$ cat src/rtl/bras_pkg.sv
// Shared types and constants for the byte register ALU with stack.
`default_nettype none

package bras_pkg;

    // Field widths of one instruction and one result
    localparam int OPCODE_W  = 4;
    localparam int DEST_W    = 4;
    localparam int OPERAND_W = 10;
    localparam int STATUS_W  = 3;
    localparam int BYTE_W    = 8;
    localparam int SCOUNT_W  = 5;

    // Limits on immediates
    localparam logic [OPERAND_W-1:0] IMM_MAX   = 10'd255;
    localparam logic [OPERAND_W-1:0] SHIFT_MAX = 10'd7;

    typedef enum logic [OPCODE_W-1:0] {
        OP_MOV  = 4'd0,
        OP_OR   = 4'd1,
        OP_XOR  = 4'd2,
        OP_AND  = 4'd3,
        OP_SHL  = 4'd4,
        OP_SHR  = 4'd5,
        OP_ADD  = 4'd6,
        OP_SUB  = 4'd7,
        OP_MUL  = 4'd8,
        OP_DIV  = 4'd9,
        OP_CMP  = 4'd10,
        OP_PUSH = 4'd11,
        OP_POP  = 4'd12
    } op_t;

    typedef enum logic [STATUS_W-1:0] {
        ST_OK      = 3'd0,
        ST_UNKNOWN = 3'd1,
        ST_TOO_BIG = 3'd2,
        ST_EMPTY   = 3'd3,
        ST_FULL    = 3'd4,
        ST_DIV0    = 3'd5
    } status_t;

    typedef enum logic [2:0] {
        S_IDLE,
        S_RDA,
        S_RDB,
        S_EXEC,
        S_DIV,
        S_WB
    } state_t;

    // Controller to datapath
    typedef struct packed {
        logic load_item;  // capture the input transfer
        logic read_a;     // read destination register and stack top
        logic read_b;     // read source register
        logic eval;       // decode, check and compute
        logic div_step;   // one restoring division step
        logic commit;     // write back state and load the result register
    } cmd_t;

    // Datapath to controller
    typedef struct packed {
        logic need_div;   // instruction needs the serial divider
        logic div_last;   // final division step in progress
        logic out_free;   // result register can take a new result
    } sts_t;

endpackage

`default_nettype wire

$ cat src/rtl/byte_register_alu_with_stack_unit.sv
// Byte register ALU with stack: the sequencer below steps each instruction in turn.
// Steps: an accepted instruction passes through the register reads, execute and write-back,
//   where the result register is loaded; a register divide adds the divider steps, one bit per cycle.
// Instructions are taken one at a time; the register file has one read port and is read twice
//   per instruction, and the next one is taken after write-back, which waits for a stalled result.
// Reset: rst_n clears registers, stack count, equal flag and result valid at once.
`default_nettype none

module byte_register_alu_with_stack_unit #(
    parameter int NUM_REGS    = 8,
    parameter int STACK_DEPTH = 16
) (
    input  wire logic        clk,
    input  wire logic        rst_n,
    input  wire logic        s_tvalid,
    output logic             s_tready,
    input  wire logic [23:0] s_tdata,   // opcode[3:0], dest_reg[7:4], operand[17:8]
    input  wire logic        s_tuser,   // operand_is_immediate
    output logic             m_tvalid,
    input  wire logic        m_tready,
    output logic      [23:0] m_tdata    // status[2:0], written_value[10:3],
                                        // equal_flag[11], stack_count[16:12]
);
    import bras_pkg::*;

    cmd_t cmd;
    sts_t sts;

    bras_ctrl u_ctrl (
        .clk      (clk),
        .rst_n    (rst_n),
        .s_tvalid (s_tvalid),
        .s_tready (s_tready),
        .cmd      (cmd),
        .sts      (sts)
    );

    bras_dp #(
        .NUM_REGS    (NUM_REGS),
        .STACK_DEPTH (STACK_DEPTH)
    ) u_dp (
        .clk      (clk),
        .rst_n    (rst_n),
        .s_tdata  (s_tdata),
        .s_tuser  (s_tuser),
        .m_tvalid (m_tvalid),
        .m_tready (m_tready),
        .m_tdata  (m_tdata),
        .cmd      (cmd),
        .sts      (sts)
    );

endmodule

`default_nettype wire

$ cat src/rtl/bras_ram.sv
// Generic single write port, single read port RAM with registered read data.
`default_nettype none

module bras_ram #(
    parameter int WIDTH = 8,
    parameter int DEPTH = 16
) (
    input  wire logic                                  clk,
    input  wire logic                                  we,
    input  wire logic [(DEPTH > 1 ? $clog2(DEPTH) : 1)-1:0] waddr,
    input  wire logic [WIDTH-1:0]                      wdata,
    input  wire logic                                  re,
    input  wire logic [(DEPTH > 1 ? $clog2(DEPTH) : 1)-1:0] raddr,
    output logic      [WIDTH-1:0]                      rdata
);

    logic [WIDTH-1:0] mem_reg [DEPTH];
    logic [WIDTH-1:0] rdata_reg;

    // Write and registered read
    always_ff @(posedge clk)
    begin
        if (we)
        begin
            mem_reg[waddr] <= wdata;
        end
        if (re)
        begin
            rdata_reg <= mem_reg[raddr];
        end
    end

    assign rdata = rdata_reg;

endmodule

`default_nettype wire

$ cat src/rtl/bras_ctrl.sv
// Instruction sequencer: steps each instruction through read, execute, divide and write-back.
`default_nettype none

module bras_ctrl (
    input  wire logic          clk,
    input  wire logic          rst_n,
    input  wire logic          s_tvalid,
    output logic               s_tready,
    output bras_pkg::cmd_t     cmd,
    input  wire bras_pkg::sts_t sts
);
    import bras_pkg::*;

    state_t state_reg;
    state_t state_next;

    // State register
    always_ff @(posedge clk or negedge rst_n)
    begin
        if (!rst_n)
        begin
            state_reg <= S_IDLE;
        end
        else
        begin
            state_reg <= state_next;
        end
    end

    // Next state and commands
    always_comb
    begin
        state_next = state_reg;
        cmd        = '0;
        s_tready   = 1'b0;
        case (state_reg)
            S_IDLE:
            begin
                s_tready = 1'b1;
                if (s_tvalid)
                begin
                    cmd.load_item = 1'b1;
                    state_next    = S_RDA;
                end
            end
            S_RDA:
            begin
                cmd.read_a = 1'b1;
                state_next = S_RDB;
            end
            S_RDB:
            begin
                cmd.read_b = 1'b1;
                state_next = S_EXEC;
            end
            S_EXEC:
            begin
                cmd.eval   = 1'b1;
                state_next = sts.need_div ? S_DIV : S_WB;
            end
            S_DIV:
            begin
                cmd.div_step = 1'b1;
                if (sts.div_last)
                begin
                    state_next = S_WB;
                end
            end
            S_WB:
            begin
                // hold until the previous result has been taken
                if (sts.out_free)
                begin
                    cmd.commit = 1'b1;
                    state_next = S_IDLE;
                end
            end
            default:
            begin
                state_next = S_IDLE;
            end
        endcase
    end

endmodule

`default_nettype wire

$ cat src/rtl/bras_dp.sv
// Datapath: register file, byte stack, equal flag, serial divider and result register.
`default_nettype none

module bras_dp #(
    parameter int NUM_REGS    = 8,
    parameter int STACK_DEPTH = 16
) (
    input  wire logic           clk,
    input  wire logic           rst_n,
    input  wire logic [23:0]    s_tdata,
    input  wire logic           s_tuser,
    output logic                m_tvalid,
    input  wire logic           m_tready,
    output logic      [23:0]    m_tdata,
    input  wire bras_pkg::cmd_t cmd,
    output bras_pkg::sts_t      sts
);
    import bras_pkg::*;

    localparam int RA_W  = NUM_REGS > 1 ? $clog2(NUM_REGS) : 1;
    localparam int SA_W  = STACK_DEPTH > 1 ? $clog2(STACK_DEPTH) : 1;
    localparam int CNT_W = $clog2(STACK_DEPTH + 1);

    // Latched instruction
    logic [OPCODE_W-1:0]  op_reg;
    logic [DEST_W-1:0]    dst_reg;
    logic [OPERAND_W-1:0] opnd_reg;
    logic                 imm_reg;

    // Architectural state
    logic [NUM_REGS-1:0]  rf_vld_reg;
    logic [CNT_W-1:0]     cnt_reg;
    logic                 eq_reg;

    // Register file access
    logic                 d_ok;
    logic                 o_ok;
    logic [RA_W-1:0]      dst_idx;
    logic [RA_W-1:0]      opnd_idx;
    logic [RA_W-1:0]      rf_raddr;
    logic                 rf_raddr_ok;
    logic                 rf_we;
    logic [BYTE_W-1:0]    rf_wdata;
    logic [BYTE_W-1:0]    rf_rdata;
    logic                 rd_vld_reg;
    logic [BYTE_W-1:0]    rf_val;
    logic [BYTE_W-1:0]    a_reg;

    // Stack access
    logic [CNT_W-1:0]     cnt_dec;
    logic [BYTE_W-1:0]    stk_rdata;
    logic                 stk_we;

    // Evaluation
    logic [BYTE_W-1:0]    b_val;
    logic [BYTE_W-1:0]    sh_val;
    logic [2*BYTE_W-1:0]  prod;
    status_t              ev_status;
    logic [BYTE_W-1:0]    ev_value;
    logic                 ev_rf_we;
    logic [RA_W-1:0]      ev_rf_addr;
    logic                 ev_rf_zero;
    logic                 ev_push;
    logic                 ev_pop;
    logic                 ev_eq_we;
    logic                 ev_eq;
    logic                 ev_div;

    // Pending actions for write-back
    status_t              act_status_reg;
    logic [BYTE_W-1:0]    act_value_reg;
    logic                 act_rf_we_reg;
    logic [RA_W-1:0]      act_rf_addr_reg;
    logic                 act_rf_zero_reg;
    logic                 act_push_reg;
    logic                 act_pop_reg;
    logic                 act_eq_we_reg;
    logic                 act_eq_reg;
    logic                 act_div_reg;

    // Serial divider
    logic [BYTE_W-1:0]    div_rem_reg;
    logic [BYTE_W-1:0]    div_quo_reg;
    logic [BYTE_W-1:0]    div_dvs_reg;
    logic [2:0]           div_cnt_reg;
    logic [BYTE_W:0]      div_trial;

    // Commit values
    logic [BYTE_W-1:0]    final_value;
    logic [CNT_W-1:0]     cnt_next;
    logic                 eq_next;

    // Result register
    logic                 out_vld_reg;
    logic [STATUS_W-1:0]  out_status_reg;
    logic [BYTE_W-1:0]    out_value_reg;
    logic                 out_eq_reg;
    logic [SCOUNT_W-1:0]  out_cnt_reg;

    // Instruction capture
    always_ff @(posedge clk)
    begin
        if (cmd.load_item)
        begin
            op_reg   <= s_tdata[3:0];
            dst_reg  <= s_tdata[7:4];
            opnd_reg <= s_tdata[17:8];
            imm_reg  <= s_tuser;
        end
    end

    assign d_ok     = {1'b0, dst_reg} < (DEST_W + 1)'(NUM_REGS);
    assign o_ok     = opnd_reg < OPERAND_W'(NUM_REGS);
    assign dst_idx  = dst_reg[RA_W-1:0];
    assign opnd_idx = opnd_reg[RA_W-1:0];

    // Register file read address: destination first, then source
    assign rf_raddr    = cmd.read_a ? dst_idx : opnd_idx;
    assign rf_raddr_ok = cmd.read_a ? d_ok : o_ok;

    bras_ram #(
        .WIDTH (BYTE_W),
        .DEPTH (NUM_REGS)
    ) u_rf (
        .clk   (clk),
        .we    (rf_we),
        .waddr (act_rf_addr_reg),
        .wdata (rf_wdata),
        .re    (cmd.read_a | cmd.read_b),
        .raddr (rf_raddr),
        .rdata (rf_rdata)
    );

    // Entries never written read as zero
    always_ff @(posedge clk)
    begin
        if (cmd.read_a || cmd.read_b)
        begin
            rd_vld_reg <= rf_raddr_ok && rf_vld_reg[rf_raddr];
        end
    end

    assign rf_val = rd_vld_reg ? rf_rdata : '0;

    always_ff @(posedge clk)
    begin
        if (cmd.read_b)
        begin
            a_reg <= rf_val;
        end
    end

    // Stack: top entry read with the destination register
    assign cnt_dec = cnt_reg - 1'b1;
    assign stk_we  = cmd.commit && act_push_reg;

    bras_ram #(
        .WIDTH (BYTE_W),
        .DEPTH (STACK_DEPTH)
    ) u_stack (
        .clk   (clk),
        .we    (stk_we),
        .waddr (cnt_reg[SA_W-1:0]),
        .wdata (act_value_reg),
        .re    (cmd.read_a),
        .raddr (cnt_dec[SA_W-1:0]),
        .rdata (stk_rdata)
    );

    // Operand, product and shift results
    assign b_val  = imm_reg ? opnd_reg[BYTE_W-1:0] : rf_val;
    assign prod   = a_reg * b_val;
    assign sh_val = (b_val > 8'd7) ? '0 :
                    (op_reg == OP_SHL) ? (a_reg << b_val[2:0]) : (a_reg >> b_val[2:0]);

    // Decode, checks in priority order, and the resulting action
    always_comb
    begin
        ev_status  = ST_OK;
        ev_value   = '0;
        ev_rf_we   = 1'b0;
        ev_rf_addr = dst_idx;
        ev_rf_zero = 1'b0;
        ev_push    = 1'b0;
        ev_pop     = 1'b0;
        ev_eq_we   = 1'b0;
        ev_eq      = 1'b0;
        ev_div     = 1'b0;
        case (op_reg)
            OP_MOV:
            begin
                if (!d_ok)
                    ev_status = ST_UNKNOWN;
                else if (imm_reg && opnd_reg > IMM_MAX)
                    ev_status = ST_TOO_BIG;
                else if (!imm_reg && !o_ok)
                    ev_status = ST_UNKNOWN;
                else
                begin
                    ev_rf_we = 1'b1;
                    ev_value = b_val;
                end
            end
            OP_SHL, OP_SHR:
            begin
                if (!d_ok)
                    ev_status = ST_UNKNOWN;
                else if (imm_reg && opnd_reg > SHIFT_MAX)
                    ev_status = ST_TOO_BIG;
                else if (!imm_reg && !o_ok)
                    ev_status = ST_UNKNOWN;
                else
                begin
                    ev_rf_we = 1'b1;
                    ev_value = sh_val;
                end
            end
            OP_OR, OP_XOR, OP_AND, OP_ADD, OP_SUB, OP_MUL, OP_DIV, OP_CMP:
            begin
                if (!d_ok || imm_reg || !o_ok)
                    ev_status = ST_UNKNOWN;
                else
                begin
                    ev_rf_we = 1'b1;
                    case (op_reg)
                        OP_OR:  ev_value = a_reg | b_val;
                        OP_XOR: ev_value = a_reg ^ b_val;
                        OP_AND: ev_value = a_reg & b_val;
                        OP_ADD: ev_value = a_reg + b_val;
                        OP_SUB: ev_value = a_reg - b_val;
                        OP_MUL: ev_value = prod[BYTE_W-1:0];
                        OP_DIV:
                        begin
                            if (b_val == '0)
                            begin
                                ev_status = ST_DIV0;
                                ev_rf_we  = 1'b0;
                            end
                            else
                            begin
                                ev_div = 1'b1;
                            end
                        end
                        default:
                        begin
                            // compare only updates the flag
                            ev_rf_we = 1'b0;
                            ev_eq_we = 1'b1;
                            ev_eq    = (a_reg == b_val);
                        end
                    endcase
                end
            end
            OP_PUSH:
            begin
                if (imm_reg && opnd_reg > IMM_MAX)
                    ev_status = ST_TOO_BIG;
                else if (!imm_reg && !o_ok)
                    ev_status = ST_UNKNOWN;
                else if (cnt_reg >= CNT_W'(STACK_DEPTH))
                    ev_status = ST_FULL;
                else
                begin
                    // a pushed register is cleared
                    ev_push    = 1'b1;
                    ev_value   = b_val;
                    ev_rf_we   = !imm_reg;
                    ev_rf_zero = 1'b1;
                    ev_rf_addr = opnd_idx;
                end
            end
            OP_POP:
            begin
                if (cnt_reg == '0)
                    ev_status = ST_EMPTY;
                else if (!d_ok)
                    ev_status = ST_UNKNOWN;
                else
                begin
                    ev_pop   = 1'b1;
                    ev_rf_we = 1'b1;
                    ev_value = stk_rdata;
                end
            end
            default:
            begin
                ev_status = ST_OK;
            end
        endcase
    end

    always_ff @(posedge clk)
    begin
        if (cmd.eval)
        begin
            act_status_reg  <= ev_status;
            act_value_reg   <= ev_value;
            act_rf_we_reg   <= ev_rf_we;
            act_rf_addr_reg <= ev_rf_addr;
            act_rf_zero_reg <= ev_rf_zero;
            act_push_reg    <= ev_push;
            act_pop_reg     <= ev_pop;
            act_eq_we_reg   <= ev_eq_we;
            act_eq_reg      <= ev_eq;
            act_div_reg     <= ev_div;
        end
    end

    // Restoring divider, one quotient bit per cycle
    assign div_trial = {div_rem_reg, div_quo_reg[BYTE_W-1]} - {1'b0, div_dvs_reg};

    always_ff @(posedge clk)
    begin
        if (cmd.eval)
        begin
            div_rem_reg <= '0;
            div_quo_reg <= a_reg;
            div_dvs_reg <= b_val;
            div_cnt_reg <= '0;
        end
        else if (cmd.div_step)
        begin
            div_cnt_reg <= div_cnt_reg + 1'b1;
            if (!div_trial[BYTE_W])
            begin
                div_rem_reg <= div_trial[BYTE_W-1:0];
                div_quo_reg <= {div_quo_reg[BYTE_W-2:0], 1'b1};
            end
            else
            begin
                div_rem_reg <= {div_rem_reg[BYTE_W-2:0], div_quo_reg[BYTE_W-1]};
                div_quo_reg <= {div_quo_reg[BYTE_W-2:0], 1'b0};
            end
        end
    end

    // Write-back values
    assign final_value = act_div_reg ? div_quo_reg : act_value_reg;
    assign rf_we       = cmd.commit && act_rf_we_reg;
    assign rf_wdata    = act_rf_zero_reg ? '0 : final_value;
    assign cnt_next    = act_push_reg ? cnt_reg + 1'b1 :
                         act_pop_reg  ? cnt_dec : cnt_reg;
    assign eq_next     = act_eq_we_reg ? act_eq_reg : eq_reg;

    // Architectural state update
    always_ff @(posedge clk or negedge rst_n)
    begin
        if (!rst_n)
        begin
            rf_vld_reg <= '0;
            cnt_reg    <= '0;
            eq_reg     <= 1'b0;
        end
        else if (cmd.commit)
        begin
            if (act_rf_we_reg)
            begin
                rf_vld_reg[act_rf_addr_reg] <= 1'b1;
            end
            cnt_reg <= cnt_next;
            eq_reg  <= eq_next;
        end
    end

    // Result register
    always_ff @(posedge clk or negedge rst_n)
    begin
        if (!rst_n)
        begin
            out_vld_reg <= 1'b0;
        end
        else if (cmd.commit)
        begin
            out_vld_reg <= 1'b1;
        end
        else if (m_tready)
        begin
            out_vld_reg <= 1'b0;
        end
    end

    always_ff @(posedge clk)
    begin
        if (cmd.commit)
        begin
            out_status_reg <= act_status_reg;
            out_value_reg  <= final_value;
            out_eq_reg     <= eq_next;
            out_cnt_reg    <= SCOUNT_W'(cnt_next);
        end
    end

    assign m_tvalid = out_vld_reg;
    assign m_tdata  = {7'd0, out_cnt_reg, out_eq_reg, out_value_reg, out_status_reg};

    // Status towards the controller
    assign sts.need_div = ev_div;
    assign sts.div_last = (div_cnt_reg == 3'd7);
    assign sts.out_free = !out_vld_reg || m_tready;

endmodule

`default_nettype wire

$ cat config.mk
export PLATFORM = sky130hd
export DESIGN_NAME = byte_register_alu_with_stack_unit
export DESIGN_NICKNAME = d
export VERILOG_FILES = /design/src/rtl/bras_pkg.sv /design/src/rtl/byte_register_alu_with_stack_unit.sv /design/src/rtl/bras_ram.sv /design/src/rtl/bras_ctrl.sv /design/src/rtl/bras_dp.sv
export SDC_FILE = /design/constraint.sdc
export NUM_CORES = 1
export LEC_CHECK = 0
export BUFFER_PORTS_ARGS = -buffer_cell sky130_fd_sc_hd__buf_2
export CORE_ASPECT_RATIO = 0.7
export CORE_MARGIN = 2
export CORE_UTILIZATION = 45
export DETAILED_ROUTE_END_ITERATION = 6
export PLACE_DENSITY = 0.66
export SLEW_MARGIN = 0
export SYNTH_ARGS = -nofsm -noshare
export SYNTH_HDL_FRONTEND = slang
export SYNTH_SLANG_ARGS = --single-unit
$ cat constraint.sdc
create_clock -name clk -period 4.8 [get_ports clk]
set_input_delay 1.2 -clock clk [delete_from_list [all_inputs] [get_ports clk]]
set_output_delay 1.2 -clock clk [all_outputs]
set_load 0.01 [all_outputs]
==> run_results.csv <==
group,metric,value,unit
outcome,run_status,"complete, no violations",
floorplanning,initial_core_util,45.99,%
sta,timing.final.max_slew_violations,0,
cells_and_area,finalInstanceArea,17600,sq um
logic_synthesis,ys_dominant_reg_cell,"sky130_fd_sc_hd__edfxtp_1",
routing,remaining_design_rule_violation_count,0,
routing,dr_total_vias,10177,
logic_synthesis,yosysSeqAreaShare,60.31,%
clock_tree,tritoncts_clock_tree,"done",
power_and_ir_drop,cellLeakagePower,6.594,nW
floorplanning,floorplan.core_area,33700,sq um
job,timing.max_cap.violations,0,
floorplanning,chipWidth,225.8,microns
placement,place.port_buffers,41,
grt,grt_start_max_net_pins,39,
clock_tree,insertion_delay,0.58,ns
placement,placed_standard_cell_area,16560,sq um
cells_and_area,fin_nets,1399,
worst_setup_path,critical_path.max_fanout,5,
routing,wirelength,39.05,mm
cells_and_area,drive_gt1_share,19.02,%
sta,tightest_slew,1.065,ns
power_and_ir_drop,cellPowerDensity,625.1,nW/um^2
grt,grt_first_pass_wirelength,58.53,mm
sta,clock-skew-final,0.02162,ns
cells_and_area,number_of_flip_flops_under_the_largest_register_name,128,
routing,detail-route-antenna-nets,0,
cells_and_area,num_antenna_cells,0,
logic_synthesis,synth_top_area_share,55.99,%
logic_synthesis,postSynthAreaPerCell,12.77,sq um
hold_path,min_delay_worst_endpoint,"u_dp.out_status_reg[1]",
worst_setup_path,setup.worst_path.end_class,"register",
worst_setup_path,reg2reg_capture_point,"u_dp.act_value_reg[7]",
sta,max_freq,214.0,MHz
grt,track_usage,21.63,%
worst_setup_path,setup.worst_path.class,"register to register",
hold_path,whs_path_depth,0,
sta,maxSlewHeadroom,28.85,%
worst_setup_path,setup.worst_path.start_class,"register",
placement,routabilityCongestion,0.9354,
worst_setup_path,rrSetupSlack,0.13,ns
logic_synthesis,synth-edff-count,289,
clock_tree,cts-buffers-inserted,30,
placement,preCtsSetupSlack,0.04353,ns
clock_tree,clock_sinks,318,
routing,first_iter_violations,1123,
routing,drt-wirelength-per-cell,21.83,microns
cells_and_area,p_r_area_growth_vs_syn,13.55,%
sta,final.period_utilization,97.36,%
sta,report.final.hold_viol_count,0,
grt,grt_ovf,0,
clock_tree,cts.path.max_buffers,3,
clock_tree,cts_htree_levels,1,
worst_setup_path,worst_r2r_path_depth,18,
floorplanning,rows,56,
sta,finalCriticalPeriod,4.673,ns
clock_tree,clk_pin_slew_worst_paths,0.06,ns
grt,grt_antenna_before_repair,2,
logic_synthesis,synthesis.instances,1214,
logic_synthesis,post-synth-top-area-cell,"sky130_fd_sc_hd__edfxtp_1",
worst_setup_path,worst_ep_required_time,5.11,ns
floorplanning,floorplan.die_area,35970,sq um
floorplanning,die_h,159.3,microns
logic_synthesis,ys_ff_latch,318,
sta,hold-worst-slack,0.4198,ns
logic_synthesis,syn_area,15500,sq um
routing,drt-pass1-iter-count,5,
placement,place_hpwl,27.52,mm
hold_path,worstHoldPathType,"register to register",
hold_path,hold_start,"u_dp.act_status_reg[1]",
logic_synthesis,yosys_warnings,0,
grt,grt_pass1_vias,9532,
worst_setup_path,timing.critical_path.arrival,4.98,ns
sta,finalSetupViolations,0,
sta,grt_setup_unrepaired,"yes",
placement,placed_cell_count,1730,
routing,routed_via_density,5.689,
floorplanning,floorplan.io_pins,55,
clock_tree,clockRootBuffer,"sky130_fd_sc_hd__clkbuf_16",
logic_synthesis,synth-async-reset-ratio,5.660,%
logic_synthesis,yosys-top-cells-area,"sky130_fd_sc_hd__edfxtp_1, sky130_fd_sc_hd__mux4_2, sky130_fd_sc_hd__ha_1",
cells_and_area,final_std_cells_w_o_fill,1789,
sta,final_critical_path_setup_slack,0.1266,ns
logic_synthesis,ys_top_cells_by_count,"sky130_fd_sc_hd__edfxtp_1, sky130_fd_sc_hd__nand2_1, sky130_fd_sc_hd__inv_1",
power_and_ir_drop,max_rail_drop_vdd,0.3470,mV
logic_synthesis,number_of_unique_standard_cell_types_used_by_synthesis,76,
logic_synthesis,most_repeated_cell_in_the_gate_level_netlist_after_synthesis,"sky130_fd_sc_hd__edfxtp_1",
cells_and_area,filler_cell_count,2825,
worst_setup_path,regToRegStartpoint,"u_dp.imm_reg",
-- cells by family (layout without fill, tap and decap cells) --
group / count (synthesis) / count (layout) / share of synthesized area (%)
AO/OA/AOI/OAI: 195 / 195 / 8.080
XOR/XNOR: 36 / 36 / 2.123
adder cells (fa/ha/maj): 69 / 69 / 6.296
buffers and inverters: 135 / 240 / 3.576
flip-flops: 318 / 318 / 60.31
multiplexers: 72 / 72 / 8.007
other: 1 / 7 / 0.02419
AND/OR/NAND/NOR: 388 / 388 / 11.58
-- cell type report --
cell class	count	area, sq um	area share [%]
well taps	464	580.6	3.298
inverters	75	281.5	1.599
flip-flops and latches	318	9350	53.12
multi-input cells	767	5682	32.28
clock inverters	19	187.7	1.066
repair buffers	109	713.2	4.052
clock buffers	37	807.0	4.585
-- through the flow --
step / utilization (%) / total power (W) / setup TNS, ns
finish: 52.23 / 0.01100 / 0
global route: 52.23 / 0.01163 / -0.09578
CTS: 52.08 / 0.01096 / 0
detailed placement: 49.13 / 0.008574 / 0
global placement: 49.13 / 0.008502 / 0
floorplan: - / 0.007034 / 0
-- repair_timing --
action,CTS,global route
setup endpoints to repair,0,2
setup buffers,0,3
gates resized for setup,0,5
hold buffers,0,0
-- where the power goes --
group	internal, W	switching, W
Combinational	0.00189	0.00270
Clock	0.00136	0.00101
Sequential	0.00369	0.000359
Total	0.00693	0.00407
-- cells in the final DEF, fill, tap and decap left out, types with 5 or more instances in the layout --
cell                        count
sky130_fd_sc_hd__buf_2         41
sky130_fd_sc_hd__nor2_1        67
sky130_fd_sc_hd__a211oi_1       6
sky130_fd_sc_hd__o22ai_1        7
sky130_fd_sc_hd__a21o_1        10
sky130_fd_sc_hd__o21ai_1        5
sky130_fd_sc_hd__a222oi_1       7
sky130_fd_sc_hd__buf_4         67
sky130_fd_sc_hd__nand2_1      180
sky130_fd_sc_hd__o211ai_1      11
sky130_fd_sc_hd__clkinv_1       6
sky130_fd_sc_hd__dfrtp_1       17
sky130_fd_sc_hd__clkinv_2       9
sky130_fd_sc_hd__mux2i_1       13
sky130_fd_sc_hd__xnor2_1       27
sky130_fd_sc_hd__o21ai_0       59
sky130_fd_sc_hd__fa_1          15
sky130_fd_sc_hd__or4_1          5
sky130_fd_sc_hd__or2_2         15
sky130_fd_sc_hd__nor2b_1       10
sky130_fd_sc_hd__a21oi_1       38
sky130_fd_sc_hd__mux4_2        40
sky130_fd_sc_hd__nand3_1       43
sky130_fd_sc_hd__mux2_2        16
sky130_fd_sc_hd__inv_1         74
sky130_fd_sc_hd__nand2b_1       9
sky130_fd_sc_hd__clkbuf_16     30
sky130_fd_sc_hd__conb_1         7
sky130_fd_sc_hd__and2_1        17
sky130_fd_sc_hd__edfxtp_1     289
sky130_fd_sc_hd__a31oi_1        6
sky130_fd_sc_hd__xor2_1         8
sky130_fd_sc_hd__ha_1          52
sky130_fd_sc_hd__dfxtp_1       11
sky130_fd_sc_hd__nor3_1        17
-- worst max-delay path, stage by stage (launching register included) --
cell                       delay [ns]
sky130_fd_sc_hd__edfxtp_1        0.42
sky130_fd_sc_hd__buf_4           0.18
sky130_fd_sc_hd__o21ai_1         0.16
sky130_fd_sc_hd__buf_4           0.17
sky130_fd_sc_hd__nand2_1         0.08
sky130_fd_sc_hd__fa_1            0.43
sky130_fd_sc_hd__fa_1            0.52
sky130_fd_sc_hd__inv_1           0.05
sky130_fd_sc_hd__fa_1            0.47
sky130_fd_sc_hd__inv_1           0.05
sky130_fd_sc_hd__fa_1            0.53
sky130_fd_sc_hd__inv_1           0.04
sky130_fd_sc_hd__ha_1            0.32
sky130_fd_sc_hd__a21oi_2         0.20
sky130_fd_sc_hd__xor2_1          0.20
sky130_fd_sc_hd__xnor2_1         0.16
sky130_fd_sc_hd__xnor3_1         0.26
sky130_fd_sc_hd__nand3_1         0.09
sky130_fd_sc_hd__o211ai_1        0.09
-- how the worst max path moves through the flow --
stage / end / slack (ns) / start
6_report: u_dp.act_value_reg[7] / 0.13 / u_dp.imm_reg
3_5_place_dp: u_dp.act_value_reg[7] / 0.04 / u_dp.imm_reg
3_3_place_gp: u_dp.act_value_reg[7] / 0.01 / u_dp.imm_reg
2_1_floorplan: u_dp.act_value_reg[7] / 0.06 / u_dp.imm_reg
5_1_grt: u_dp.act_value_reg[6] / -0.05 / u_dp.imm_reg
4_1_cts: u_dp.act_value_reg[7] / 0.01 / u_dp.imm_reg
-- layer usage --
layer | track usage [%] | up-vias | share of wire, % | wire (microns)
li1 | - | 4605 | - | -
met1 | 34.19 | 5059 | 47 | 18180
met2 | 30.39 | 453 | 42 | 16420
met3 | 5.075 | 58 | 9.5 | 3722
met4 | 4.184 | 2 | 1.8 | 721
met5 | 0 | - | 0.033 | 13
(Power assumes the default switching activity.)
